$ cat src/assert_macros.svh
// Assertion helpers, included by cubic_bezier_subdivide.sv.
// Each macro checks a property on the rising edge of the given clock.
`ifndef ASSERT_MACROS_SVH
`define ASSERT_MACROS_SVH

`ifndef SYNTHESIS

// Property that is ignored while the given reset is high.
`define ASSERT_CLK(label, clk, rst, prop) \
  label: assert property (@(posedge clk) disable iff (rst) prop) \
    else $error("assertion failed");

// Property that is checked during reset as well.
`define ASSERT_CLK_NORST(label, clk, prop) \
  label: assert property (@(posedge clk) prop) \
    else $error("assertion failed");

`else

`define ASSERT_CLK(label, clk, rst, prop)
`define ASSERT_CLK_NORST(label, clk, prop)

`endif

`endif

$ cat src/bzs_pkg.sv
`timescale 1ns / 1ps

package bzs_pkg;

  // Coordinate and parameter formats.
  parameter int COORD_WIDTH = 24;
  parameter int T_FRAC_BITS = 16;
  parameter int T_WIDTH = T_FRAC_BITS + 1;
  parameter int IDX_WIDTH = 3;

  // Curve shape: cubic, so four control points and seven emitted points.
  parameter int DEGREE = 3;
  parameter int FEED_LEN = DEGREE + 1;
  parameter int NUM_POINTS = 7;

  typedef logic signed [COORD_WIDTH-1:0] coord_t;
  typedef logic [T_WIDTH-1:0] t_t;
  typedef logic [IDX_WIDTH-1:0] idx_t;

  // The value 1.0 of the split parameter.
  parameter t_t T_ONE = t_t'(1) << T_FRAC_BITS;

  // Point numbers of the first and the last emitted point.
  parameter idx_t IDX_FIRST = idx_t'(0);
  parameter idx_t IDX_LAST = idx_t'(NUM_POINTS - 1);

  // Input word: four control points and the split parameter.
  typedef struct packed {
    coord_t start_x;
    coord_t start_y;
    coord_t ctrl_a_x;
    coord_t ctrl_a_y;
    coord_t ctrl_b_x;
    coord_t ctrl_b_y;
    coord_t finish_x;
    coord_t finish_y;
    t_t     split_t;
  } item_t;

  // Output word: one point of the subdivided curve.
  typedef struct packed {
    idx_t   point_index;
    coord_t point_x;
    coord_t point_y;
    logic   last_point;
  } result_t;

  typedef struct packed {
    coord_t x;
    coord_t y;
  } point_t;

  // Word handed from one interpolation cell to the next.
  typedef struct packed {
    logic   valid;
    logic   first;
    logic   last;
    t_t     t;
    point_t pt;
  } cell_word_t;

  // a + (b - a) * t / 2^T_FRAC_BITS, rounded toward minus infinity.
  // The result always lies between a and b, so it fits a coordinate.
  function automatic coord_t lerp_floor(coord_t a, coord_t b, t_t t);
    logic signed [COORD_WIDTH:0]               diff;
    logic signed [COORD_WIDTH+T_WIDTH+1:0]     prod;
    logic signed [COORD_WIDTH+T_WIDTH+1:0]     scaled;
    logic signed [COORD_WIDTH+1:0]             sum;
    diff = {b[COORD_WIDTH-1], b} - {a[COORD_WIDTH-1], a};
    prod = diff * $signed({1'b0, t});
    scaled = prod >>> T_FRAC_BITS;
    sum = {a[COORD_WIDTH-1], a[COORD_WIDTH-1], a} + scaled[COORD_WIDTH+1:0];
    return sum[COORD_WIDTH-1:0];
  endfunction

endpackage

$ cat src/bzs_cell.sv
`timescale 1ns / 1ps

// One level of the de Casteljau triangle. The cell keeps the previous point
// of the incoming row and, for every later point, emits the interpolation
// between the two. A row of n points in gives a row of n - 1 points out.
module bzs_cell (
  input  logic                clk,
  input  logic                rst,
  input  bzs_pkg::cell_word_t in_word,
  output bzs_pkg::cell_word_t out_word
);

  bzs_pkg::point_t prev;
  logic            prev_first;
  logic            out_valid;
  logic            out_first;
  logic            out_last;
  bzs_pkg::t_t     out_t;
  bzs_pkg::point_t out_pt;

  // Control: an output word follows every input word but the first of a row.
  always_ff @(posedge clk) begin
    if (rst) begin
      out_valid <= 1'b0;
      prev_first <= 1'b0;
    end else begin
      out_valid <= in_word.valid && !in_word.first;
      if (in_word.valid) begin
        prev_first <= in_word.first;
      end
    end
  end

  // Data: hold the previous point and interpolate on both axes.
  always_ff @(posedge clk) begin
    if (in_word.valid) begin
      prev <= in_word.pt;
    end
    out_first <= prev_first;
    out_last <= in_word.last;
    out_t <= in_word.t;
    out_pt.x <= bzs_pkg::lerp_floor(prev.x, in_word.pt.x, in_word.t);
    out_pt.y <= bzs_pkg::lerp_floor(prev.y, in_word.pt.y, in_word.t);
  end

  assign out_word.valid = out_valid;
  assign out_word.first = out_first;
  assign out_word.last = out_last;
  assign out_word.t = out_t;
  assign out_word.pt = out_pt;

endmodule

$ cat config.mk
export PLATFORM = sky130hd
export DESIGN_NAME = bzs_cell
export DESIGN_NICKNAME = d
export VERILOG_FILES = /design/src/assert_macros.svh /design/src/bzs_pkg.sv /design/src/bzs_cell.sv
export SDC_FILE = /design/constraint.sdc
export NUM_CORES = 2
export LEC_CHECK = 0
export BUFFER_PORTS_ARGS = -buffer_cell sky130_fd_sc_hd__buf_2
export CAP_MARGIN = 20
export CORE_ASPECT_RATIO = 0.9
export CORE_MARGIN = 4
export CORE_UTILIZATION = 30
export CTS_CLUSTER_DIAMETER = 50
export CTS_CLUSTER_SIZE = 20
export DETAILED_ROUTE_END_ITERATION = 8
export PLACE_DENSITY = 0.42
export SLEW_MARGIN = 20
export SYNTH_ARGS = -nofsm -noshare
export SYNTH_HDL_FRONTEND = slang
export SYNTH_SLANG_ARGS = --single-unit
$ cat constraint.sdc
create_clock -name clk -period 12.45 [get_ports clk]
set_input_delay 0 -clock clk [delete_from_list [all_inputs] [get_ports clk]]
set_output_delay 0 -clock clk [all_outputs]
set_load 0.05 [all_outputs]
* Yosys cells after proc, flatten, opt, wreduce, memory -nomap -nowiden
Index checks and enable logic that the tools add are counted.
** Word-level totals
- Flip-flop bits (word level) :: 117
- Input bits :: 70
- Output and inout bits :: 68
- Word-level logic and storage cells :: 17
** Cells by class
- $add $sub $neg :: 4
- $mul :: 2
- Reduce and logical (&&, ||, !) cells :: 2
** Operators with widths (count)
- $mul 25x18->40 :: 2
- $sub 24x24->25 :: 2
- $add 24x24->24 :: 2
- $logic_and 1x1->1 :: 1
- $logic_not 1->1 :: 1

* Longest topological paths before layout
- Depth in word-level cells :: 3
- Depth in mapped cells :: 47
- Mapped depth without buffers :: 46

* Least setup slack after synthesis
Ideal clock, no wire load.
- Kind :: flip-flop to flip-flop
- Start point :: reg prev[0] (netlist name)
- End point :: reg out_pt, in the netlist out_word[23]
- Setup time :: 120 ps
- Arrival :: 9281 ps
- Data required time :: 12330 ps
- Slack :: 3049 ps
- Cell stages (with the launch flop) :: 42
- Path buffers :: 1
- Period minus slack after synthesis :: 9401 ps
- Cell sequence :: edfxtp_1 -> ha_1 -> fa_1 -> nor2b_1 -> o31a_1 -> o21a_1 -> o21ai_0 -> nand2b_1 -> a21oi_1 -> xnor2_1 -> clkbuf_1 -> nand2_1 -> fa_1 -> fa_1 -> inv_1 -> fa_1 -> fa_1 -> fa_1 -> (+6 left out) -> a22oi_1 -> a21o_1 -> nand2_1 -> a21o_1 -> a21oi_1 -> o22ai_1 -> or2_2 -> xor2_1 -> ha_1 -> a21oi_1 -> nor2b_1 -> a21oi_1 -> a31oi_1 -> o211ai_1 -> a221o_1 -> a31oi_1 -> o21ai_0 -> xnor2_1
** Between the ends
- Word-level cells in the longest chain between the ends :: 3
** RTL lines
- start, declared :: line bzs_cell.sv:13 : bzs_pkg::point_t prev;
- start signal, assigned :: line bzs_cell.sv:37 : prev <= in_word.pt;
- $sub 24x24->25 :: line bzs_pkg.sv:69 : diff = {b[COORD_WIDTH-1], b} - {a[COORD_WIDTH-1], a};
- $mul 25x18->40 :: line bzs_pkg.sv:70 : prod = diff * $signed({1'b0, t});
- $add 24x24->24 (*) :: line bzs_pkg.sv:72 : sum = {a[COORD_WIDTH-1], a[COORD_WIDTH-1], a} + scaled[COORD_WIDTH+1:0];
- end, declared :: line bzs_cell.sv:19 : bzs_pkg::point_t out_pt;
Mark *: on every way between the ends. The rest lies on a longest branch, timed or not.
A chain may end at the register's enable or synchronous reset.

* Worst setup path after layout
- Start point :: reg prev[0] (netlist name)
- End point :: reg out_pt, in the netlist out_word[22]
The elaborated chain is that of the path after synthesis.

==> qor.yml <==
outcome: "finished, final reports clean"
clk_latency_ps: 510
top_level_ports: 138
rsz0062_at_grt: "false"
synth_area_per_cell_um2: 9.008
final.setup_skew_ps: 17.07
vias: 25510
ratio_of_cells_with_drive_above_1_in_the_final_layout: 0.06092
ys_async_sr_fraction: 0
postSynthCellCount: 3975
cts.repair_timing.setup_buffer_count: 0
max_cap_violations: 0
first_iter_violations: 1025
syn_area_um2: 35810
synthDistinctLibCells: 69
timing.final.max_slew_violations: 0
grt_first_pass_wirelength_um: 159500
hold_path_class: "input port to flip-flop"
netlist_top_cells_area: "sky130_fd_sc_hd__fa_1, sky130_fd_sc_hd__inv_1, sky130_fd_sc_hd__ha_1"
worst_setup_hold_path_clk_slew_ps: 70
numPortBuffers: 137
wl_per_cell_um: 17.33
worst_slew_margin_rel: 0.3137
grt_start_max_net_pins: 52
cts_stage_hold_buffer_count: 57
tritoncts.num_buffers: 17
clock_tree_from_tritoncts: "yes"
critical_path_class: "flip-flop to flip-flop"
arrival_ps: 11320
hold_viol_final: 0
clockRootBuffer: "sky130_fd_sc_hd__clkbuf_16"
floorplan.die.height_um: 335.8
ctsHtreeMaxLevel: 4
final_weighted_congestion_in_routability_driven_placement: 0.7716
final_net_count: 5255
synth-main-ff-cell: "sky130_fd_sc_hd__dfxtp_1"
coreArea_um2: 117800
clock_sink_count: 117
synth.ff_latch_count: 117
worst_pin_slew_ps: 1028
final.period_utilization: 0.8748
setup.worst_path.start_class: "flip-flop"
final-setup-viol-count: 0
route.detailed.vias_per_inst: 4.481
filler_cells_inserted: 12420
synth-edff-count: 48
start_util: 0.3040
post-synth-top-count-cell: "sky130_fd_sc_hd__inv_1"
cts_resized: 0
cts-root-to-sink-buffers: 2
detail_route.drc_violations: 0
globalRouteTotalUtil: 0.1660
final_period_minus_worst_setup_slack_ps: 10890
synth_area_leader_cell: "sky130_fd_sc_hd__fa_1"
fmax_ghz: 0.09181
timing.critical_path.to_type: "flip-flop"
setup_tns_after_final_layout_ps: 0
synth_top_area_share: 0.4428
antenna_violations_before_repair: 2
place_hpwl_um: 75810
gr-total-overflow: 0
synth_commonest_cells: "sky130_fd_sc_hd__inv_1, sky130_fd_sc_hd__fa_1, sky130_fd_sc_hd__nand2_1"
worst-endpoint-required_ps: 12880
die_area_um2: 125000
critPathMostFrequentCell: "sky130_fd_sc_hd__fa_1"
yosysWarnings: 0
chipWidth_um: 372.2
row_count: 119
synth_sequential_area_ratio: 0.07883
synthToLayoutAreaGrowth_pct: 10.60
critPathSlowestCell: "sky130_fd_sc_hd__xor2_1"
vias_in_the_first_global_route: 27490
synth.net_count: 5123
routed_wl_um: 98700
timing.critical_path.fanout_max: 11
max_stage_delay_ps: 650
drtAntennaViolNets: 0
drt_first_pass_iters: 5
-- per-stage QoR --
step | hold slack, ps | worst slack, ps | instances | utilization | area, µm²
6_report | 102.0 | 1558 | 5694 | 0.3363 | 39600
5_1_grt | 86.74 | 890.1 | 5693 | 0.3362 | 39600
4_1_cts | 53.84 | 1626 | 5692 | 0.3361 | 39590
3_5_place_dp | 106.7 | 1664 | 5603 | 0.3262 | 38420
3_3_place_gp | 102.5 | 1766 | 5603 | 0.3262 | 38420
2_1_floorplan | 27.72 | 3049 | 3975 | - | 35810
-- per-layer routing --
metal / global-route usage / share of wire / vias up
met3: 0.01961 / 0.027 / 50
li1: - / - / 11950
met2: 0.2752 / 0.47 / 292
met1: 0.2375 / 0.49 / 13220
met5: 0 / 0 / -
met4: 0.02597 / 0.011 / 0
-- worst max-delay path, delay by kind of cell, from the launching register on --
kind | cells | cell delay (ps)
adders and majority gates | 10 | 3980
AOI/OAI and AO/OA | 15 | 4020
xor gates and xnor gates | 3 | 950
and+or+nand+nor | 5 | 850
DFF | 1 | 410
buffers and inverters | 5 | 570
-- flip-flops by register name, summed over array words and instances, names as in the netlist --
name        flops
out_first       1
out_last        1
out_t          17
out_valid       1
out_word       48
prev           48
prev_first      1
-- path summary, 6_finish.rpt --
check	end	from	depth (start not counted)	slack [ps]
max reg2reg	out_word[22]	prev[0]	38	1560
min	out_t[1]	in_word[49]	2	100
min reg2reg	out_first	prev_first	0	360
max	out_word[22]	prev[0]	38	1560
-- layout make-up --
class,instances,area (µm²),share of cell area
Antenna cell,1,2.502,0.00006319
Clock buffer,23,467.9,0.01182
Clock inverter,9,128.9,0.003254
Inverter,1056,3964,0.1001
Multi-Input combinational cell,2660,28520,0.7203
Sequential cell,117,2823,0.07128
Tap cell,1573,1968,0.04970
Timing Repair Buffer,255,1724,0.04354
-- layout by cell type (no fill, tap or decap), drive strengths merged, types with 3 or more instances in the layout --
cell         synthesis  routed
edfxtp              48      48
and2               411     411
a31o                 5       5
o211ai              10      10
or2                  7       7
inv               1056    1056
or3                  4       4
o31ai                5       5
a21oi               94      94
o21bai               8       8
clkbuf             136      23
a22oi                3       3
bufinv               0       3
dfxtp               69      69
dlygate4sd3          0      57
and3                11      11
a21boi               4       4
buf                  6     198
xor2                39      39
nor2                91      91
ha                 286     286
clkinv               0       4
o21a                41      41
o2111ai              3       3
nor2b               66      66
xnor2               98      98
a31oi                5       5
o41ai                3       3
nand4                5       5
o31a                 8       8
nand3               24      24
a221oi               4       4
a21o                39      39
fa                 792     792
a211oi              15      15
nand2b              25      25
o21ai               59      59
nand2              419     419
nor3                36      36
nor4                 7       7
-- logic make-up after synthesis --
group / share of synthesized area
AO/OA/AOI/OAI: 0.05940
XOR/XNOR: 0.03414
adder cells (fa/ha/maj): 0.5427
AND/OR/NAND/NOR: 0.1584
multiplexers: 0.0005591
buffers and inverters: 0.1260
flip-flops: 0.07883
Power is not shown: default switching activity piles up to over one toggle a cycle in this logic, so the estimate is an artifact.
